--- src/lbs_pkg.sv ---
package lbs_pkg;

  localparam int WEIGHTS = 4;
  localparam int WEIGHT_BITS = 16;
  localparam int CMDQ_DEPTH = 4;
  localparam int OUT_DEPTH = 16;
  localparam int NUM_CAM_REGS = 6;

  localparam logic [2:0] CMD_SKIN = 3'd4;

  localparam logic signed [65:0] SAT_MAX = 66'sd2147483647;
  localparam logic signed [65:0] SAT_MIN = -66'sd2147483648;

  typedef enum logic [0:0] {
    OP_LOAD = 1'b0,
    OP_SKIN = 1'b1
  } op_t;

  // one classified transaction between front and back
  typedef struct packed {
    op_t               op;
    logic [1:0]        col;
    logic [3:0][5:0]   bone;
    logic [3:0][16:0]  w;
    logic [2:0][31:0]  pos;
  } cmd_t;

  // result push from the back end
  typedef struct packed {
    logic             valid;
    logic [2:0][31:0] xyz;
  } res_t;

  function automatic logic [31:0] sat32(logic signed [65:0] v);
    logic signed [65:0] t;
    t = v;
    if (v > SAT_MAX) t = SAT_MAX;
    else if (v < SAT_MIN) t = SAT_MIN;
    return t[31:0];
  endfunction

endpackage

--- src/lbs_fifo.sv ---
module lbs_fifo #(
  parameter int WIDTH = 8,
  parameter int DEPTH = 4,
  localparam int PW = (DEPTH > 1) ? $clog2(DEPTH) : 1,
  localparam int CW = $clog2(DEPTH + 1)
) (
  input  logic             clk,
  input  logic             rst_n,
  input  logic             push,
  input  logic [WIDTH-1:0] din,
  input  logic             pop,
  output logic [WIDTH-1:0] dout,
  output logic             empty,
  output logic             full
);

  logic [WIDTH-1:0] mem [DEPTH];
  logic [PW-1:0] wp_r, rp_r;
  logic [CW-1:0] cnt_r;
  logic do_push, do_pop;

  assign empty = (cnt_r == '0);
  assign full = (cnt_r == CW'(DEPTH));
  assign do_push = push && !full;
  assign do_pop = pop && !empty;
  assign dout = mem[rp_r];

  always_ff @(posedge clk) begin
    if (do_push) mem[wp_r] <= din;
  end

  always_ff @(posedge clk) begin
    if (!rst_n) begin
      wp_r <= '0;
      rp_r <= '0;
      cnt_r <= '0;
    end else begin
      if (do_push) wp_r <= (wp_r == PW'(DEPTH - 1)) ? '0 : wp_r + 1'b1;
      if (do_pop) rp_r <= (rp_r == PW'(DEPTH - 1)) ? '0 : rp_r + 1'b1;
      if (do_push && !do_pop) cnt_r <= cnt_r + 1'b1;
      else if (do_pop && !do_push) cnt_r <= cnt_r - 1'b1;
    end
  end

endmodule

--- src/lbs_front.sv ---
module lbs_front #(
  parameter int MAX_BONES = 64
) (
  input  logic              clk,
  input  logic              rst_n,
  input  logic              in_acc,
  input  logic [2:0]        command,
  input  logic [3:0][5:0]   bone,
  input  logic [2:0][31:0]  coord,
  input  logic [3:0][16:0]  weight,
  output logic              full,
  input  logic              q_pop,
  output lbs_pkg::cmd_t     q_head,
  output logic              q_empty
);

  lbs_pkg::cmd_t cmd;
  logic keep;

  always_comb begin
    cmd.op = (command == lbs_pkg::CMD_SKIN) ? lbs_pkg::OP_SKIN : lbs_pkg::OP_LOAD;
    cmd.col = command[1:0];
    cmd.pos = coord;
    for (int k = 0; k < lbs_pkg::WEIGHTS; k++) begin
      // out of range bones drop out of the blend
      if ({3'b000, bone[k]} >= 9'(MAX_BONES)) begin
        cmd.bone[k] = '0;
        cmd.w[k] = '0;
      end else begin
        cmd.bone[k] = bone[k];
        cmd.w[k] = weight[k];
      end
    end
    if (command == lbs_pkg::CMD_SKIN) keep = 1'b1;
    else if (command < lbs_pkg::CMD_SKIN) keep = ({3'b000, bone[0]} < 9'(MAX_BONES));
    else keep = 1'b0;
  end

  lbs_fifo #(.WIDTH($bits(lbs_pkg::cmd_t)), .DEPTH(lbs_pkg::CMDQ_DEPTH)) u_cmdq (
    .clk   (clk),
    .rst_n (rst_n),
    .push  (in_acc && keep),
    .din   (cmd),
    .pop   (q_pop),
    .dout  (q_head),
    .empty (q_empty),
    .full  (full)
  );

endmodule

--- config.mk ---
export PLATFORM = sky130hd
export DESIGN_NAME = lbs_front
export DESIGN_NICKNAME = d
export VERILOG_FILES = /design/src/lbs_pkg.sv /design/src/lbs_fifo.sv /design/src/lbs_front.sv
export SDC_FILE = /design/constraint.sdc
export NUM_CORES = 1
export LEC_CHECK = 0
export ABC_AREA = 1
export BUFFER_PORTS_ARGS = -buffer_cell sky130_fd_sc_hd__buf_4
export CAP_MARGIN = 10
export CELL_PAD_IN_SITES_DETAIL_PLACEMENT = 0
export CELL_PAD_IN_SITES_GLOBAL_PLACEMENT = 2
export CORE_MARGIN = 2
export CORE_UTILIZATION = 35
export CTS_CLUSTER_SIZE = 20
export DETAILED_ROUTE_END_ITERATION = 8
export PLACE_DENSITY_LB_ADDON = 0.1
export SLEW_MARGIN = 20
export SYNTH_ARGS = -nofsm -noshare
export SYNTH_HDL_FRONTEND = slang
export SYNTH_SLANG_ARGS = --single-unit
export TNS_END_PERCENT = 5
--- constraint.sdc ---
create_clock -name clk -period 12.7 [get_ports clk]
set_input_delay 1.27 -clock clk [delete_from_list [all_inputs] [get_ports clk]]
set_output_delay 1.27 -clock clk [all_outputs]
set_load 0.01 [all_outputs]
# After elaboration in Yosys (flattened, before gate mapping)
# Memories as Yosys holds them, arrays and structs flattened. A register that Yosys moved wholly into a read port is not among the register bits.
# Index checks and enable logic that the tools add are counted.
# word_totals
regBits	7
mem_bits_rw	764
inputBits	195
output_inout_bits	193
elab_cells	35
n_memories	1
# memory_table
name	depth	width	read_ports	rd_ports_with_merged_regs	write_ports	line_no	rtl
u_cmdq.mem	4	191	1	1	1	lbs_fifo.sv:17	logic [WIDTH-1:0] mem [DEPTH];
# op_classes
n_addsub	4
n_lt_le_gt_ge	1
n_eq_ne	4
muxes	11
n_reduce_logical	11
# ops
operator	n
$mux W2	4
$eq A3 B3 Y1 const B	2
$mux W3	2
$logic_and A1 B1 Y1	5
$mux W1	5
$add A2 B1 Y2 const B	2
$eq A2 B2 Y1 const B	2
$logic_not A1 Y1	4
$add A3 B1 Y3 const B	1
$logic_not A3 Y1	1
$lt A3 B3 Y1 const B	1
$sub A3 B1 Y3 const B	1
$reduce_bool A2 Y1	1

# Depth between registers and ports, before layout
# Gate-level depths: netlist (run 1).
# logic_depth
depth_word	9
mapped_depth	12
mapped_depth_nobuf	12

# Modules after synthesis
# Synthesis (run 1) repeated with hierarchy kept, for this count alone.
# hier_totals
cells_unflattened	1925
area_unflattened_um2	28655.0
# by_module_without_submodules
mod	instances	cells_each	area_each_um2	seq_area_each_um2
lbs_fifo	1	1919	28631.2	23122.2
lbs_front	1	6	23.8	0.0

# Worst setup path before layout (run 1)
# Ideal clock, no wire load.
# synth_timing
kind	input-to-reg
start	input command[0]
end	memory u_cmdq.mem[0][0] (netlist name), enable pin
setup_time_ns	0.746
arrival_time_ns	9.616
required_ns	11.954
setup_slack_ns	2.338
path_stages	3
n_path_buf	0
path_cell_list	o21ai_0 nand3_1 nor2_1
# synth_between
elab_chain_len	7
word_cells_on_any_way	8
classes_between	1 x order compare; 1 x eq/ne; 4 x mux; 2 x reduce/logical
# synth_lines
item	line_no	rtl
from (decl)	lbs_front.sv:7	input logic [2:0] command,
$lt A3 B3 Y1	lbs_front.sv:35	else if (command < lbs_pkg::CMD_SKIN) keep = ({3'b000, bone[0]} < 9'(MAX_BONES));
$mux W1	lbs_front.sv:35	
$mux W1 *	lbs_front.sv:34	if (command == lbs_pkg::CMD_SKIN) keep = 1'b1;
$logic_and A1 B1 Y1 *	lbs_front.sv:42	.push (in_acc && keep),
$logic_and A1 B1 Y1 *	lbs_fifo.sv:24	assign do_push = push && !full;
$mux W1 *	lbs_fifo.sv:29	if (do_push) mem[wp_r] <= din;
$mux W1 (implied by the code) *	lbs_fifo.sv:29	
to (decl)	lbs_fifo.sv:17	
# Every way passes the cells marked *; elsewhere a longest branch is shown, timed or not.

==> impl_metrics.json, run 1 <==
{
  "synth_cell_types": 21,
  "setup-tns-final_ns": 0,
  "port-buffer-count": 387,
  "final-hold-violation-count": 0,
  "synth_cells": 1916,
  "rsz0062_at_grt": "no",
  "grt_pass1_vias": 16666,
  "die_x_um": 290,
  "clock_skew_ns": 0.0203,
  "min_path_cells": 2,
  "worst_pin_slew_ns": 1.14,
  "ys_seq_elements": 773,
  "clockRootBuffer": "clkbuf_16",
  "maxCapViolations": 0,
  "firstDrtPassIters": 6,
  "initial_core_util": 0.354,
  "cp.arrival_ns": 3.63,
  "cts_max_path_buffers": 3,
  "antenna_found_initial": 10,
  "power.internal_mw": 5.20,
  "reg2reg_from": "u_cmdq.cnt_r[0]$_SDFFE_PN0P_",
  "finalCriticalPeriod_ns": 4.90,
  "gp_congestion": 0.722,
  "slowest_delay_ns": 0.65,
  "critPathMaxFanout": 167,
  "die_h_um": 290,
  "cts_resized": 0,
  "drt-initial-drc-count": 935,
  "finalCritPeriodShare": 0.386,
  "grt_start_max_net_pins": 243,
  "p_seq_frac": 0.408,
  "r2r_end": "u_cmdq.mem[2][44]$_DFFE_PP_",
  "crit_end": "q_head[54]",
  "fmax_ghz": 0.204,
  "dp_hpwl_um": 39600,
  "dieArea_um2": 84100,
  "worstSkewPairLatency_ns": 0.63,
  "fillers": 7358,
  "crit_chain": "inv_8 > buf_12 > buf_16 > o21ai_0 > o22ai_1 > buf_4",
  "grt_pass1_wl_um": 108000,
  "p_comb_frac": 0.278,
  "grt-ovfl-total": 0,
  "path_buf_inv": 4,
  "synth-seq-area-share": 0.808,
  "leakage_nw": 12.1,
  "cp_top_family": "buffers and inverters",
  "h-tree-depth": 3,
  "cp-end-kind": "primary output",
  "nets": 2485,
  "setup_viol": 0,
  "relSlewSlack": 0.241,
  "start_kind": "flip-flop",
  "routed_wl_um": 73600,
  "swShare": 0.314,
  "p_sw_mw": 2.38,
  "vias_per_cell": 4.98,
  "cp.depth": 6,
  "reg2regPathDepth": 6,
  "yosys_warnings": 0,
  "hold_path_class": "reg2reg",
  "syn_area_um2": 28600,
  "peakVddDrop_mv": 0.120,
  "cts.sinks": 773,
  "rrSetupSlack_ns": 9.01,
  "holdWs_ns": 0.515,
  "syn_area_per_cell_um2": 14.9,
  "cts_buffers": 83,
  "drc": 0,
  "stdcell_area_um2": 35200,
  "grt.total_usage": 0.170,
  "hold_buffers": 0,
  "wl_per_cell_um": 21.6,
  "vias": 16967,
  "core_um2": 80800,
  "powerDensity_nw_per_um2": 215,
  "status": "finished clean",
  "drv_slew": 0,
  "ios": 388,
  "cts_setup_buffers": 0,
  "cts_tree": "done",
  "path_class": "reg2out",
  "area_growth_syn_to_layout_pct": 23.0,
  "cts.clk_slew.worst_paths_ns": 0.06,
  "rows": 104,
  "place_area_um2": 32500,
  "drive_above_1_share": 0.226,
  "synth_nets": 2118,
  "required_ns": 11.43,
  "drt.antenna.violating_nets": 0,
  "critPathSlowestCell": "inv_8",
  "clockPowerShare": 0.314
}
-- power groups by stage --
stage,clock network (mW),logic (mW),registers (mW)
after floorplan,0,1.11,3.14
after global placement,0,2.13,3.15
after detailed placement,0,2.16,3.15
after CTS,2.46,2.16,3.10
after global routing,2.56,2.32,3.11
final,2.38,2.11,3.09
-- area by class of cell --
class                   count  area, µm²  share of cell area
diodes                      1       2.50           0.0000711
repair buffers            408       3150              0.0895
clock buffers             100       2160              0.0614
inverters                  16       72.6             0.00206
flip-flops and latches    773      23100               0.657
clock inverters            49        534              0.0152
well taps                1060       1330              0.0377
multi-input cells        1001       4830               0.137
-- logic make-up (layout without fill, tap and decap cells) --
family | count (synthesis) | count (layout) | share of synthesized area
flops | 773 | 773 | 0.808
compound gates | 581 | 581 | 0.110
simple gates | 413 | 413 | 0.0545
buf+inv | 142 | 573 | 0.0246
fa+ha+maj | 7 | 7 | 0.00332
other cells | 0 | 1 | 0
-- routing by layer --
metal,GRT usage,part of all wire
met1,0.216,0.42
met2,0.278,0.49
met3,0.0568,0.074
met4,0.0493,0.022
met5,0,0.0014
-- cell usage after synthesis (all sizes together) --
cell type	n	area share
nor3b	1	0.00026
ha	6	0.0026
o21ai	387	0.068
or2	1	0.00022
nand3	2	0.00035
clkbuf	75	0.011
a21oi	3	0.00052
nor2	398	0.052
o22ai	191	0.042
fa	1	0.00070
dfxtp	9	0.0063
buf	51	0.012
nand2	10	0.0013
inv	16	0.0021
edfxtp	764	0.80
nand4	1	0.00022
-- metrics by stage --
stage | total power [mW] | setup slack (ns) | std cells | util
final | 7.58 | 7.80 | 3408 | 0.436
after detailed placement | 5.31 | 7.53 | 3256 | 0.402
after CTS | 7.72 | 7.77 | 3405 | 0.435
after global placement | 5.28 | 7.68 | 3256 | 0.402
after floorplan | 4.25 | 2.34 | 1916 | -
after global routing | 7.99 | 7.50 | 3408 | 0.436
-- layout by cell type (no fill, tap or decap), drive strengths merged, types with 3 or more instances in the layout --
master / n
a21oi: 3
buf: 408
bufinv: 9
clkbuf: 100
clkinv: 32
dfxtp: 9
edfxtp: 764
ha: 6
inv: 22
nand2: 10
nor2: 398
o21ai: 387
o22ai: 191
-- worst register-to-register path: stages (launching register included) --
cell	delay [ns]
dfxtp_1	0.38
nor2_1	0.08
nand2_1	0.10
nand3_1	0.43
nor2_4	0.86
buf_4	0.71
buf_4	0.73
-- state kept, by name (all words and copies together), names as in the netlist, named ones only --
signal and flops:
u_cmdq.cnt_r 3, u_cmdq.mem 764, u_cmdq.rp_r 2, u_cmdq.wp_r 2
-- how the worst min path moves through the flow --
stage	from	to
floorplan	u_cmdq.cnt_r[0]$_SDFFE_PN0P_	u_cmdq.cnt_r[0]$_SDFFE_PN0P_
global placement	u_cmdq.cnt_r[0]$_SDFFE_PN0P_	u_cmdq.cnt_r[0]$_SDFFE_PN0P_
detailed placement	u_cmdq.cnt_r[0]$_SDFFE_PN0P_	u_cmdq.cnt_r[0]$_SDFFE_PN0P_
CTS	u_cmdq.cnt_r[0]$_SDFFE_PN0P_	u_cmdq.cnt_r[0]$_SDFFE_PN0P_
global route	u_cmdq.cnt_r[0]$_SDFFE_PN0P_	u_cmdq.cnt_r[0]$_SDFFE_PN0P_
finish	u_cmdq.cnt_r[0]$_SDFFE_PN0P_	u_cmdq.cnt_r[0]$_SDFFE_PN0P_
Note: power is estimated with default switching activity, not from simulation.
==> inputs of run 2 (changes only) <==
--- a/config.mk
+++ b/config.mk
@@ -5,7 +5,7 @@
 export SDC_FILE = /design/constraint.sdc
 export NUM_CORES = 1
 export LEC_CHECK = 0
-export ABC_AREA = 1
+export ABC_AREA = 0
 export BUFFER_PORTS_ARGS = -buffer_cell sky130_fd_sc_hd__buf_4
 export CAP_MARGIN = 10
 export CELL_PAD_IN_SITES_DETAIL_PLACEMENT = 0
==> constraint.sdc (replaced) <==
create_clock -name clk -period 4.4 [get_ports clk]
set_input_delay 0.44 -clock clk [delete_from_list [all_inputs] [get_ports clk]]
set_output_delay 0.44 -clock clk [all_outputs]
set_load 0.01 [all_outputs]
==> run 2 against run 1 <==
  * Die area is 1.9% lower
  * Area after synthesis is 1.9% lower
  * Total power grew to 2.5 times the previous value
  * Via count is 22% lower
  * Synthesized cell count is 45% lower
  * Largest power group unchanged
==> impl_metrics.json, run 2 <==
{
  "peakVddDrop_mv": 0.377,
  "grt.total_usage": 0.152,
  "grt_pass1_wl_um": 92900,
  "ys_seq_elements": 773,
  "fmax_ghz": 0.317,
  "yosys_warnings": 0,
  "synthSimpleGateAreaFrac": 0.00401,
  "synth_enable_flop_cells": 764,
  "synth_cells": 1047,
  "cts.clk_slew.worst_paths_ns": 0.06,
  "synth_compound_area_frac": 0.00134,
  "cts_resized": 0,
  "drv_slew": 0,
  "finalCriticalPeriod_ns": 3.16,
  "syn_area_per_cell_um2": 26.8,
  "cp.depth": 3,
  "cts_max_path_buffers": 3,
  "cts.sinks": 773,
  "wl_per_cell_um": 22.5,
  "cp_common_cell": "buf_4",
  "synth-main-ff-cell": "edfxtp_1",
  "setup_viol": 0,
  "cp-end-kind": "primary output",
  "hold_path_class": "in2reg",
  "path_buf_inv": 2,
  "largest_reg_flops": 764,
  "powerDensity_nw_per_um2": 522,
  "synth_top_cell_area_share": 0.817,
  "drive_above_1_share": 0.418,
  "yosys-top-cells-area": "edfxtp_1, mux4_2, buf_6, dfxtp_1, buf_2",
  "grt-ovfl-total": 0,
  "dp_hpwl_um": 37200,
  "reg2reg_from": "u_cmdq.cnt_r[0]$_SDFFE_PN0P_",
  "synth_top_family_by_area": "multiplexers",
  "cts_buffers": 84,
  "hold_path_startpoint": "weight[25]",
  "status": "finished clean",
  "post-synth-top-count-cell": "edfxtp_1",
  "vias": 13319,
  "total_power_mw": 19.3,
  "drt.antenna.violating_nets": 0,
  "nets": 1895,
  "rsz0062_at_grt": "no",
  "crit_chain": "buf_4 > mux4_2 > buf_4",
  "worstSkewPairLatency_ns": 0.62,
  "synth_nets": 1249,
  "ios": 388,
  "worst_pin_slew_ns": 0.998,
  "rows": 103,
  "drc": 0,
  "ys_top_cells_by_count": "edfxtp_1, mux4_2, buf_2, buf_6, dfxtp_1",
  "die_x_um": 287,
  "routed_wl_um": 63200,
  "cp_top_family": "flip-flops",
  "critPathMaxFanout": 35,
  "firstDrtPassIters": 4,
  "maxCapViolations": 0,
  "start_kind": "flip-flop",
  "leakage_nw": 12.3,
  "synth_cell_types": 27,
  "grt_pass1_vias": 14472,
  "reg2regPathDepth": 4,
  "initial_core_util": 0.354,
  "slowest_delay_ns": 0.91,
  "synthMuxAreaShare": 0.155,
  "path_class": "reg2out",
  "top_regs": "u_cmdq.mem: 764 flops, u_cmdq.cnt_r: 3 flops",
  "clockRootBuffer": "clkbuf_16",
  "finalCritPeriodShare": 0.717,
  "relSlewSlack": 0.335,
  "postSynth.asyncResetShare": 0,
  "yosysTopAreaCell": "edfxtp_1",
  "core_um2": 79300,
  "dp_slack_ns": 1.58,
  "cts_tree": "done",
  "drt-initial-drc-count": 677,
  "regMostFlops": "u_cmdq.mem",
  "die_h_um": 287,
  "port-buffer-count": 387,
  "final_cell_mix": "edfxtp_1, buf_4, mux4_2, dlygate4sd3_1, clkbuf_16",
  "synthAdderAreaFrac": 0.00339,
  "fin_ws_ns": 1.24,
  "cp.arrival_ns": 2.72,
  "grt_start_max_net_pins": 79,
  "gp_congestion": 0.716,
  "required_ns": 3.96,
  "cts_setup_buffers": 0,
  "final-hold-violation-count": 0,
  "critPathSlowestCell": "dfxtp_4",
  "synth-seq-area-share": 0.824,
  "hold_buffers": 186,
  "synth_xor_area_frac": 0.000624,
  "vias_per_cell": 4.73,
  "h-tree-depth": 3,
  "dieArea_um2": 82500,
  "antenna_found_initial": 5,
  "r2r_end": "u_cmdq.mem[3][44]$_DFFE_PP_",
  "crit_end": "q_head[7]",
  "rrSetupSlack_ns": 1.87,
  "syn_area_um2": 28100,
  "clock_skew_ns": 0.0155,
  "final_common_cell": "edfxtp_1",
  "area_growth_syn_to_layout_pct": 31.7
}
[run 2: cell types whose count changed after synthesis, moves of 5 or more]
cell / delta
o22ai_1: -191
and2_1: +5
nand2_1: -5
o21ai_0: -381
mux4_2: +191
clkbuf_1: -57
inv_1: -12
buf_2: -17
clkbuf_2: -16
nor2_1: -397
buf_6: +6
[run 2: cells by family after synthesis]
family / after synthesis
xor gates and xnor gates: 2
muxes: 195
buffers and inverters: 46
DFF: 773
adders and majority gates: 7
and+or+nand+nor: 19
AOI/OAI and AO/OA: 5
[run 2: report_power, final]
part / total [mW] / leakage [nW] / internal [mW] / switching, mW
Combinational: 3.68 / 3.99 / 1.96 / 1.72
Sequential: 8.75 / 7.03 / 8.55 / 0.198
Clock: 6.85 / 1.31 / 4.02 / 2.83
[run 2: final cells by class]
cell class / instances / area, µm²
inverters: 3 / 11.3
clock buffers: 98 / 2180
fillers: 6691 / 42300
diodes: 2 / 5.00
well taps: 1050 / 1310
multi-input cells: 228 / 4610
flip-flops and latches: 773 / 23100
repair buffers: 603 / 5190
clock inverters: 57 / 520
[run 2: routing by layer]
metal | global-route usage | vias to the layer above | wire (µm)
met5 | 0 | - | 44
met3 | 0.0415 | 104 | 3810
met1 | 0.192 | 7031 | 26000
met2 | 0.257 | 311 | 31900
li1 | - | 5867 | -
met4 | 0.0477 | 6 | 1480
[run 2: through the flow]
stage / utilization / setup TNS (ns) / area, µm² / std cells / hold slack [ns]
floorplan: - / -826.98 / 28100 / 1047 / 0.460
global placement: 0.409 / 0 / 32400 / 2471 / 0.465
detailed placement: 0.409 / 0 / 32400 / 2471 / 0.478
CTS: 0.466 / 0 / 37000 / 2812 / 0.00308
global route: 0.466 / 0 / 37000 / 2814 / 0.0156
finish: 0.466 / 0 / 37000 / 2814 / 0.0520
[run 2: worst min path at each step]
stage	endpoint	cells after the start	slack, ns
4_1_cts	u_cmdq.mem[0][121]$_DFFE_PP_	1	0.003
5_1_grt	u_cmdq.mem[2][134]$_DFFE_PP_	1	0.02
3_3_place_gp	flip-flop	2	0.47
6_report	u_cmdq.mem[0][121]$_DFFE_PP_	1	0.05
2_1_floorplan	flip-flop	2	0.46
3_5_place_dp	flip-flop	2	0.48
