### src/lbs_fifo.sv
module lbs_fifo #(
  parameter int WIDTH = 8,
  parameter int DEPTH = 4,
  localparam int PW = (DEPTH > 1) ? $clog2(DEPTH) : 1,
  localparam int CW = $clog2(DEPTH + 1)
) (
  input  logic             clk,
  input  logic             rst_n,
  input  logic             push,
  input  logic [WIDTH-1:0] din,
  input  logic             pop,
  output logic [WIDTH-1:0] dout,
  output logic             empty,
  output logic             full
);

  logic [WIDTH-1:0] mem [DEPTH];
  logic [PW-1:0] wp_r, rp_r;
  logic [CW-1:0] cnt_r;
  logic do_push, do_pop;

  assign empty = (cnt_r == '0);
  assign full = (cnt_r == CW'(DEPTH));
  assign do_push = push && !full;
  assign do_pop = pop && !empty;
  assign dout = mem[rp_r];

  always_ff @(posedge clk) begin
    if (do_push) mem[wp_r] <= din;
  end

  always_ff @(posedge clk) begin
    if (!rst_n) begin
      wp_r <= '0;
      rp_r <= '0;
      cnt_r <= '0;
    end else begin
      if (do_push) wp_r <= (wp_r == PW'(DEPTH - 1)) ? '0 : wp_r + 1'b1;
      if (do_pop) rp_r <= (rp_r == PW'(DEPTH - 1)) ? '0 : rp_r + 1'b1;
      if (do_push && !do_pop) cnt_r <= cnt_r + 1'b1;
      else if (do_pop && !do_push) cnt_r <= cnt_r - 1'b1;
    end
  end

endmodule

### config.mk
export PLATFORM = sky130hd
export DESIGN_NAME = lbs_fifo
export DESIGN_NICKNAME = d
export VERILOG_FILES = /design/src/lbs_fifo.sv
export SDC_FILE = /design/constraint.sdc
export NUM_CORES = 1
export LEC_CHECK = 0
export BUFFER_PORTS_ARGS = -buffer_cell sky130_fd_sc_hd__buf_2
export CORE_UTILIZATION = 55
export CTS_CLUSTER_DIAMETER = 80
export DETAILED_ROUTE_END_ITERATION = 7
export PLACE_DENSITY_LB_ADDON = 0.05
export SYNTH_ARGS = -nofsm -noshare
export SYNTH_HDL_FRONTEND = slang
export SYNTH_SLANG_ARGS = --single-unit
### constraint.sdc
create_clock -name clk -period 2.5 [get_ports clk]
set_clock_uncertainty 0.15 [all_clocks]
set_input_delay 0.625 -clock clk [delete_from_list [all_inputs] [get_ports clk]]
set_output_delay 0.625 -clock clk [all_outputs]
set_load 0.005 [all_outputs]
# Yosys cells after proc, flatten, opt, wreduce, memory -nomap -nowiden
# Memory sizes are Yosys's and may differ from the RTL's. A register that Yosys moved wholly into a read port is not among the register bits.
# Index checks and enable logic that the tools add are counted.
# classes
add_sub_neg	4
eq_ne	3
mux	8
n_reduce_logical	10
# op_table
cell	count
2-to-1 mux 2 bit	4
2-to-1 mux 3 bit	2
adder 2 x 1 -> 2 bit, second input constant	2
== test 2 bit, second input constant	2
logical AND 1 bit	4
zero test 1 bit	4
adder 3 x 1 -> 3 bit, second input constant	1
== test 3 bit, second input constant	1
zero test 3 bit	1
subtractor 3 x 1 -> 3 bit, second input constant	1
2-to-1 mux 1 bit	2
nonzero test 2 bit	1
# word_totals
register_bits	7
mem_bits_rw	32
inputBits	12
output_inout_bits	10
elab_cells	29
memories	1
# memory_table
name	depth	word_bits	rd	rd_ports_with_merged_regs	write_ports	line_no	rtl
mem	4	8	1	1	1	17	logic [WIDTH-1:0] mem [DEPTH];

# Logic depth before layout (Yosys ltp)
# Gate-level depths: netlist of run 1.
# logic_depth
depth_word	7
mapped_depth	9

# Worst setup path before layout of run 1
# OpenSTA, ideal clock, no wires.
# synth_path
kind	in2reg
startpoint	input port push
endpoint	register cnt_r[2]
setup_time_ns	0.076
arrival_time_ns	2.049
required_ns	2.274
path_slack_ns	0.226
stages	8
cell_sequence	nor2b_1 buf_2 ha_1 inv_1 fa_1 xor2_1 or3_1 a21boi_0
# synth_between
elab_chain_cells	4
elab_cells_between_ends	6
# synth_rtl
element	line_no	rtl
start: declaration	9	input logic push,
logical AND 1 bit (*)	24	assign do_push = push && !full;
named net do_push	20	logic do_push, do_pop;
zero test 1 bit	41	else if (do_pop && !do_push) cnt_r <= cnt_r - 1'b1;
logical AND 1 bit	41	
nonzero test 2 bit (no line)	--	
end signal: assignment	40	if (do_push && !do_pop) cnt_r <= cnt_r + 1'b1;
end signal: assignment	41	
end: declaration	19	logic [CW-1:0] cnt_r;
# Mark *: on every way through the listed nets, which the timed path passes. The rest lies on a longest branch.
# A chain may end at the register's enable or synchronous reset.

# Worst setup path after layout of run 1
# layout_path
startpoint	register cnt_r[1]
endpoint	register cnt_r[2]
# layout_between
elab_chain_cells	6
elab_cells_between_ends	15
# layout_rtl
element
branches (longest 6 deep; another with subtractor 3 x 1 -> 3 bit)
# Several ways; the timed one is not identified. The select of a mux whose other input is x is not followed.

==> results of run 1 <==
## critical path, cell delays in order, from the launching register on
cell and delay, ns:
dfxtp_1 0.34, o31ai_2 0.38, ha_1 0.26, inv_1 0.06, fa_1 0.39, xor2_1 0.17
or3_1 0.31, a21boi_0 0.15
## cell families after synthesis
logic type,Yosys count,share of synthesized area
and+or+nand+nor,20,0.0660
buffers and inverters,7,0.0176
muxes,11,0.129
xor gates and xnor gates,2,0.0107
adders and majority gates,7,0.0583
DFF,41,0.700
AOI/OAI and AO/OA,5,0.0184
## cell type report
class | instances | area share
Clock buffer | 5 | 0.0200
Tap cell | 31 | 0.0207
Multi-Input combinational cell | 45 | 0.248
Clock inverter | 3 | 0.0220
Inverter | 3 | 0.00600
Timing Repair Buffer | 26 | 0.0759
Sequential cell | 41 | 0.608
## placed cells by master, fill, tap and decap left out, types with 2 or more instances in the layout
master and count:
nor2b_1 2, clkbuf_4 5, edfxtp_1 32, buf_4 5
o21ai_0 3, buf_2 21, and2_1 5, nand2_1 6
nand3_1 2, mux2i_1 3, nor2_1 2, dfxtp_1 9
inv_1 3, mux4_2 8, ha_1 6
## state kept, by name, summed over array words and instances, names as in the netlist, named ones only
name	cells
rp_r	2
mem	32
wp_r	2
cnt_r	3
## metrics by stage
stage	setup slack [ns]	util	total power [W]	hold slack (ns)
CTS	0.0618	0.673	0.00181	0.323
detailed placement	0.0214	0.645	0.00140	0.349
floorplan	0.226	-	0.00121	0.318
finish	0.215	0.675	0.00179	0.337
global route	0.0803	0.675	0.00190	0.313
global placement	0.137	0.645	0.00137	0.336
## worst max-delay path by stage
stage | slack, ns | endpoint | startpoint | cells past startpoint
after global placement | 0.14 | cnt_r[2] | pop | 8
after floorplan | 0.23 | cnt_r[2] | push | 8
after global routing | 0.08 | cnt_r[2] | cnt_r[1] | 7
after CTS | 0.06 | cnt_r[2] | cnt_r[1] | 7
after detailed placement | 0.02 | cnt_r[2] | pop | 8
final | 0.22 | cnt_r[2] | cnt_r[1] | 7
## power by group
part           internal [W]  switching, W  total [W]
clock network      0.000207      0.000207   0.000414
registers          0.000838     0.0000550   0.000893
logic              0.000266      0.000220   0.000487
## per-layer routing
layer	track usage	up-vias	wire [um]
met3	0.0622	6	90
met2	0.284	17	1200
met5	0	-	0
met4	0.0732	0	43
met1	0.217	413	1070
li1	-	407	-
==> run_results.csv, run 1 <==
group,metric,value,unit
timing,finalCriticalPeriod,2.28,ns
clock_network,ctsResizeCount,0,
place,dp_hpwl,1700,um
hold_path,hold_class,"input port to register",
route,drt-wirelength-per-cell,15.6,um
floorplanning,fp.dieArea,3190,um^2
clock_network,cts.sinks,41,
clock_network,insertion_delay,0.34,ns
yosys,synth_edf_count,32,
worst_setup_path,r2r_slack,0.22,ns
route,drt-initial-drc-count,8,
yosys,synth_area_leaders,"edfxtp_1 59%, dfxtp_1 11%, mux4_2 11%, ha_1 4.6%, and2_1 1.9%",
timing,slew_violations,0,
timing,hold_viol_final,0,
worst_setup_path,reg2regPathDepth,7,
place,numPortBuffers,21,
clock_network,cts_root_buffer,"clkbuf_4",
place,gp_congestion,0.638,
yosys,ys_seq_area_frac,0.700,
cells_and_area,final_nets,141,
worst_setup_path,rr_endpoint,"cnt_r[2]",
cells_and_area,regArea,1140,um^2
pwr,p_leak,0.696,nW
yosys,syn_avg_cell_area,17.5,um^2
clock_network,holdBufCountCts,0,
timing,timing.final.crit_share,0.914,
cells_and_area,drive_gt1_frac,0.350,
route,viasPerCell,5.47,
grt,grt_pass1_wl,3990,um
clock_network,cts_tree,"built",
yosys,syn_area,1630,um^2
pwr,power_density,955,nW/um^2
yosys,synth.largest_area_cell,"edfxtp_1",
worst_setup_path,reg2reg_from,"cnt_r[1]",
timing,worst_pin_slew,0.425,ns
grt,overflow,0,
yosys,syn_nets,112,
route,drcViolationCount,0,
cells_and_area,fill_cells,197,
grt,grt_use_total,0.176,
route,firstDrtPassIters,4,
outcome,outcome,"complete, no violations",
place,place_area,1790,um^2
worst_setup_path,path_class,"register to register",
cells_and_area,stdcell_area,1880,um^2
yosys,synthArstFlopShare,0,
floorplanning,num_rows,19,
pwr,vdd_drop_max,0.811,mV
floorplanning,start_util,0.586,
clock_network,clk_pin_slew,0.12,ns
hold_path,min_to,"mem[2][0]",
yosys,ys_ff_latch,41,
hold_path,holdPathStages,1,
route,ant_nets,0,
floorplanning,fp.dieH,56.4,um
route,routed_wl,2400,um
yosys,yosys_warnings,0,
hold_path,min_from,"din[0]",
clock_network,cts_htree_levels,2,
cells_and_area,area_delta_synth_final,15.2,%
timing,max_freq,438,MHz
place,dp.cells,146,
worst_setup_path,cp-end-kind,"register",
worst_setup_path,arrival,2.41,ns
timing,setup_viol,0,
floorplanning,num_io_pins,22,
route,vias,843,
timing,rsz0062_at_grt,"no",
clock_network,cts_buffer_depth,2,
worst_setup_path,cp-start-kind,"register",
cells_and_area,fin_cells,154,
worst_setup_path,critical_path_required,2.63,ns
clock_network,post_cts_buffers,0,
worst_setup_path,crit_fanout,5,
clock_network,numCtsBuffers,5,
cells_and_area,multi_input_area,465,um^2
cells_and_area,antennaDiodeCount,0,
floorplanning,die_w,56.4,um
grt,grt_pass1_vias,860,
yosys,synth_cell_types,23,
yosys,synth.top_cell.area_share,0.589,
grt,grt_max_degree,14,
yosys,synth_most_common_cell,"edfxtp_1",
grt,antenna_found_initial,0,
yosys,ys.flop_type,"edfxtp_1",
floorplanning,core,2780,um^2
timing,slew_headroom,0.717,
yosys,syn-instance-count,93,
flow_run,drv_cap,0,
timing,fin_tns_setup,0,ns
yosys,synthTopCellsByCount,"32 x edfxtp_1, 9 x dfxtp_1, 8 x mux4_2",
(Power assumes the default switching activity.)
==> inputs of run 2 (changes only) <==
--- a/config.mk
+++ b/config.mk
@@ -6,10 +6,12 @@
 export NUM_CORES = 1
 export LEC_CHECK = 0
 export BUFFER_PORTS_ARGS = -buffer_cell sky130_fd_sc_hd__buf_2
+export CORE_ASPECT_RATIO = 0.9
 export CORE_UTILIZATION = 55
 export CTS_CLUSTER_DIAMETER = 80
 export DETAILED_ROUTE_END_ITERATION = 7
 export PLACE_DENSITY_LB_ADDON = 0.05
+export REMOVE_ABC_BUFFERS = 1
 export SYNTH_ARGS = -nofsm -noshare
 export SYNTH_HDL_FRONTEND = slang
 export SYNTH_SLANG_ARGS = --single-unit
==> run_results.csv, run 2 (synthesized netlist as in run 1, its figures left out) <==
group,metric,value,unit
clock_network,clk_pin_slew,0.12,ns
cells_and_area,utilization,0.675,
timing,slew_violations,0,
route,drt-initial-drc-count,18,
hold_path,hold_class,"input port to register",
clock_network,insertion_delay,0.33,ns
grt,grt_pass1_wl,3740,um
timing,worst_pin_slew,0.452,ns
route,drt-wirelength-per-cell,15.5,um
pwr,vdd_drop_max,0.519,mV
pwr,sequentialPowerShare,0.506,
timing,timing.final.crit_share,0.943,
worst_setup_path,critical_path_required,2.62,ns
route,drcViolationCount,0,
clock_network,cts_root_buffer,"clkbuf_4",
cells_and_area,area_delta_synth_final,14.7,%
timing,hold_viol_final,0,
cells_and_area,fin_cells,161,
route,firstDrtPassIters,3,
worst_setup_path,cp-start-kind,"register",
worst_setup_path,cp-end-kind,"register",
worst_setup_path,path_class,"register to register",
clock_network,cts_tree,"built",
clock_network,cts_htree_levels,2,
timing,holdWs,0.342,ns
place,numPortBuffers,21,
timing,setup_viol,0,
cells_and_area,final_nets,139,
clock_network,post_cts_buffers,0,
pwr,p_int,0.00130,W
grt,grt_pass1_vias,794,
pwr,p_leak,0.686,nW
grt,grt_use_total,0.180,
route,vias,817,
grt,antenna_found_initial,0,
cells_and_area,layout_commonest_cell,"edfxtp_1",
floorplanning,fp.dieArea,3190,um^2
floorplanning,core,2770,um^2
floorplanning,fp.dieH,53.7,um
cells_and_area,top_regs,"mem: 32 flops, cnt_r: 3 flops",
place,gp_congestion,0.746,
worst_setup_path,cp_cell_sequence,"o31ai_2, ha_1, inv_1, fa_1, xor2_1, or3_1, a21boi_0",
timing,finalCriticalPeriod,2.36,ns
worst_setup_path,critPathMaxStageDelay,0.44,ns
worst_setup_path,r2r_slack,0.14,ns
pwr,swShare,0.267,
place,dp_hpwl,1720,um
place,pre_cts_ws,-0.0267,ns
cells_and_area,largest_reg_flops,32,
cells_and_area,final_cell_mix,"32 x edfxtp_1, 21 x buf_2, 9 x dfxtp_1, 8 x mux4_2",
grt,grt_max_degree,13,
outcome,outcome,"complete, no violations",
cells_and_area,regMostFlops,"mem",
pwr,power_density,945,nW/um^2
route,viasPerCell,5.07,
timing,rsz0062_at_grt,"no",
timing,setup_ws,0.143,ns
place,dp.cells,153,
worst_setup_path,crit_path_top_delay_cell,"o31ai_2",
worst_setup_path,crit_fanout,5,
floorplanning,start_util,0.589,
worst_setup_path,arrival,2.47,ns
pwr,pwr-share-clk,0.232,
timing,max_freq,424,MHz
floorplanning,num_rows,18,
clock_network,cts_buffer_depth,2,
pwr,power_frac_comb,0.262,
cells_and_area,drive_gt1_frac,0.331,
pwr,p_sw,0.000471,W
floorplanning,num_io_pins,22,
cells_and_area,antennaDiodeCount,0,
route,routed_wl,2500,um
flow_run,drv_cap,0,
floorplanning,die_w,59.4,um
clock_network,cts.sinks,41,
grt,overflow,0,
clock_network,numCtsBuffers,5,
timing,slew_headroom,0.699,
route,ant_nets,0,
-- run 2: cell types whose count changed in the layout (fill, tap and decap cells not counted), sizes merged --
cell	previous run	this run
clkbuf	5	6
clkinvlp	1	0
buf	26	24
-- run 2: what timing repair did --
action                     in CTS  in global routing
hold buffers                    0                  0
gates resized for setup         1                  0
setup endpoints to repair       1                  0
-- run 2: power groups by stage --
stage                     combinational (W)  sequential (W)  clock, W
after floorplan                    0.000278        0.000921         0
after global placement             0.000453        0.000903         0
after detailed placement           0.000470        0.000910         0
after CTS                          0.000473        0.000897  0.000417
after global routing               0.000522        0.000906  0.000437
final                              0.000463        0.000895  0.000410
-- run 2: cell type report --
type	instances	area, um^2
repair buffers	24	128
clock inverters	2	33.8
flip-flops and latches	41	1140
clock buffers	6	41.3
fillers	201	900
well taps	40	50.0
multi-input cells	45	465
inverters	3	11.3
-- run 2: final timing paths --
kind / start / endpoint / cells past startpoint
worst min-delay path: din[3] / mem[0][3] / 1
worst max register to register: cnt_r[1] / cnt_r[2] / 7
worst min register to register: wp_r[1] / wp_r[1] / 2
worst max-delay path: cnt_r[1] / cnt_r[2] / 7
-- run 2: through the flow --
stage	total power, W	setup TNS (ns)	cell area, um^2
final	0.00177	0	1870
after global routing	0.00187	0	1870
after global placement	0.00136	0	1790
after floorplan	0.00120	0	1610
after CTS	0.00179	0	1870
after detailed placement	0.00138	-0.0267	1790
-- run 2: worst max-delay path, delay by kind of cell, from the launching register on --
kind                       cells  cell delay [ns]
buffers and inverters          1             0.06
and+or+nand+nor                1             0.30
AOI/OAI and AO/OA              2             0.60
xor gates and xnor gates       1             0.16
adders and majority gates      2             0.65
DFF                            1             0.39
-- run 2: metal layers --
| metal | GRT usage | share of wire |
|---|---|---|
| met4 | 0.0952 | 0.017 |
| met5 | 0 | 0 |
| met1 | 0.211 | 0.45 |
| met2 | 0.303 | 0.50 |
| met3 | 0.0505 | 0.032 |
==> inputs of run 3 (changes only) <==
==> constraint.sdc (replaced) <==
create_clock -name clk -period 2.54 [get_ports clk]
set_clock_uncertainty 0.15 [all_clocks]
set_input_delay 0.635 -clock clk [delete_from_list [all_inputs] [get_ports clk]]
set_output_delay 0.635 -clock clk [all_outputs]
set_load 0.005 [all_outputs]
==> run_results.csv, run 3 (synthesized netlist as in run 1, its figures left out) <==
group,metric,value,unit
cells_and_area,antennaDiodeCount,0,
cells_and_area,final_nets,139,
worst_setup_path,cp-end-kind,"register",
grt,grt_pass1_wl,3810,um
timing,timing.final.crit_share,0.919,
pwr,p_leak,0.672,nW
timing,slew_violations,0,
place,dp_hpwl,1650,um
cells_and_area,drive_gt1_frac,0.325,
floorplanning,start_util,0.589,
worst_setup_path,crit_path_end,"cnt_r[2]",
worst_setup_path,rr_endpoint,"cnt_r[2]",
timing,rsz0062_at_grt,"no",
route,drt-initial-drc-count,28,
place,pre_cts_ws,0.0583,ns
route,drt-wirelength-per-cell,15.2,um
cells_and_area,layout_commonest_cell,"edfxtp_1",
pwr,power_density,878,nW/um^2
worst_setup_path,cp-start-kind,"register",
timing,hold_viol_final,0,
floorplanning,num_io_pins,22,
worst_setup_path,path_class,"register to register",
floorplanning,fp.dieArea,3190,um^2
clock_network,cts_htree_levels,2,
worst_setup_path,critical_path_required,2.66,ns
grt,antenna_found_initial,0,
timing,setup_viol,0,
clock_network,post_cts_buffers,0,
timing,max_freq,428,MHz
worst_setup_path,crit_start,"cnt_r[1]",
pwr,swShare,0.275,
pwr,pwr-share-clk,0.177,
pwr,p_sw,0.000445,W
worst_setup_path,reg2regPathDepth,7,
floorplanning,die_w,59.4,um
grt,grt_pass1_vias,808,
place,numPortBuffers,21,
timing,fin_tns_setup,0,ns
grt,grt_max_degree,12,
cells_and_area,largest_reg_flops,32,
pwr,vdd_drop_max,0.488,mV
outcome,outcome,"complete, no violations",
clock_network,insertion_delay,0.34,ns
timing,finalCriticalPeriod,2.33,ns
flow_run,drv_cap,0,
timing,slew_headroom,0.703,
worst_setup_path,arrival,2.46,ns
hold_path,hold_class,"register to register",
grt,grt_use_total,0.185,
floorplanning,core,2770,um^2
pwr,p_int,0.00117,W
worst_setup_path,reg2reg_from,"cnt_r[1]",
route,ant_nets,0,
route,routed_wl,2430,um
worst_setup_path,cp_cell_sequence,"o31ai_2, ha_1, inv_1, fa_1, xor2_1, or3_1, a21boi_0",
route,drcViolationCount,0,
route,firstDrtPassIters,4,
worst_setup_path,crit_path_top_delay_cell,"o31ai_2",
clock_network,holdBufCountCts,0,
clock_network,cts_tree,"built",
pwr,power_frac_comb,0.277,
floorplanning,num_rows,18,
worst_setup_path,critPathMaxStageDelay,0.42,ns
clock_network,cts_buffer_depth,2,
clock_network,cts_root_buffer,"clkbuf_4",
timing,setup_ws,0.205,ns
route,viasPerCell,5.11,
worst_setup_path,crit_fanout,5,
clock_network,cts.sinks,41,
cells_and_area,top_regs,"mem: 32 flops, cnt_r: 3 flops",
worst_setup_path,r2r_slack,0.21,ns
timing,worst_pin_slew,0.446,ns
floorplanning,fp.dieH,53.7,um
cells_and_area,regMostFlops,"mem",
pwr,sequentialPowerShare,0.546,
grt,overflow,0,
cells_and_area,final_cell_mix,"32 x edfxtp_1, 21 x buf_2, 9 x dfxtp_1, 8 x mux4_2",
route,vias,817,
place,gp_congestion,0.715,
clock_network,clk_pin_slew,0.10,ns
clock_network,numCtsBuffers,5,
cells_and_area,area_delta_synth_final,12.9,%
## run 3: cell count changes in the layout (fill, tap and decap cells not counted), sizes merged
cell / before / now
bufinv: 1 / 0
## run 3: repair_timing
action                                  4_1_cts  5_1_grt
gates resized for setup                       0        1
endpoints found under the hold margin         0        0
endpoints found under the setup margin        0        1
## run 3: cell type report
type                       count  area, um^2
tap                           40        50.0
clock inverter                 1        3.75
clock buffer                   6        41.3
timing repair buffer          24         128
sequential                    41        1140
inverter                       3        11.3
multi-input combinational     45         465
fill                         210         930
## run 3: through the flow
| step | hold slack (ns) | instance area [um^2] | std cells | power [W] | util |
|---|---|---|---|---|---|
| floorplan | 0.318 | 1610 | 89 | 0.00118 | - |
| global placement | 0.331 | 1790 | 153 | 0.00133 | 0.646 |
| detailed placement | 0.340 | 1790 | 153 | 0.00135 | 0.646 |
| CTS | 0.344 | 1840 | 160 | 0.00164 | 0.663 |
| global route | 0.342 | 1840 | 160 | 0.00173 | 0.664 |
| finish | 0.351 | 1840 | 160 | 0.00162 | 0.664 |
## run 3: power by group through the flow
| stage | combinational [W] | sequential, W | clock (W) |
|---|---|---|---|
| finish | 0.000448 | 0.000882 | 0.000285 |
| global placement | 0.000446 | 0.000889 | 0 |
| floorplan | 0.000274 | 0.000907 | 0 |
| detailed placement | 0.000457 | 0.000895 | 0 |
| CTS | 0.000457 | 0.000881 | 0.000299 |
| global route | 0.000510 | 0.000894 | 0.000325 |
## run 3: how the worst min path moves through the flow
stage | cells past startpoint | to | slack (ns) | startpoint
floorplan | 2 | wp_r[1] | 0.32 | wp_r[1]
global placement | 2 | wp_r[1] | 0.33 | wp_r[1]
detailed placement | 2 | wp_r[1] | 0.34 | wp_r[1]
CTS | 1 | mem[3][1] | 0.34 | din[1]
global route | 1 | mem[1][5] | 0.34 | din[5]
finish | 2 | wp_r[1] | 0.35 | wp_r[1]
## run 3: routing by layer
layer,routed length (um),track usage,vias up
met5,0,0,-
met4,61,0.107,0
met3,72,0.0577,7
met2,1170,0.298,16
met1,1120,0.221,394
li1,-,-,400
## run 3: worst max-delay path: cells and delay by family, from the launching register on
kind / cells / cell delay [ns]
buffers and inverters: 1 / 0.06
AO/OA/AOI/OAI: 2 / 0.58
XOR/XNOR: 1 / 0.16
flip-flops: 1 / 0.39
AND/OR/NAND/NOR: 1 / 0.29
adder cells (fa/ha/maj): 2 / 0.64
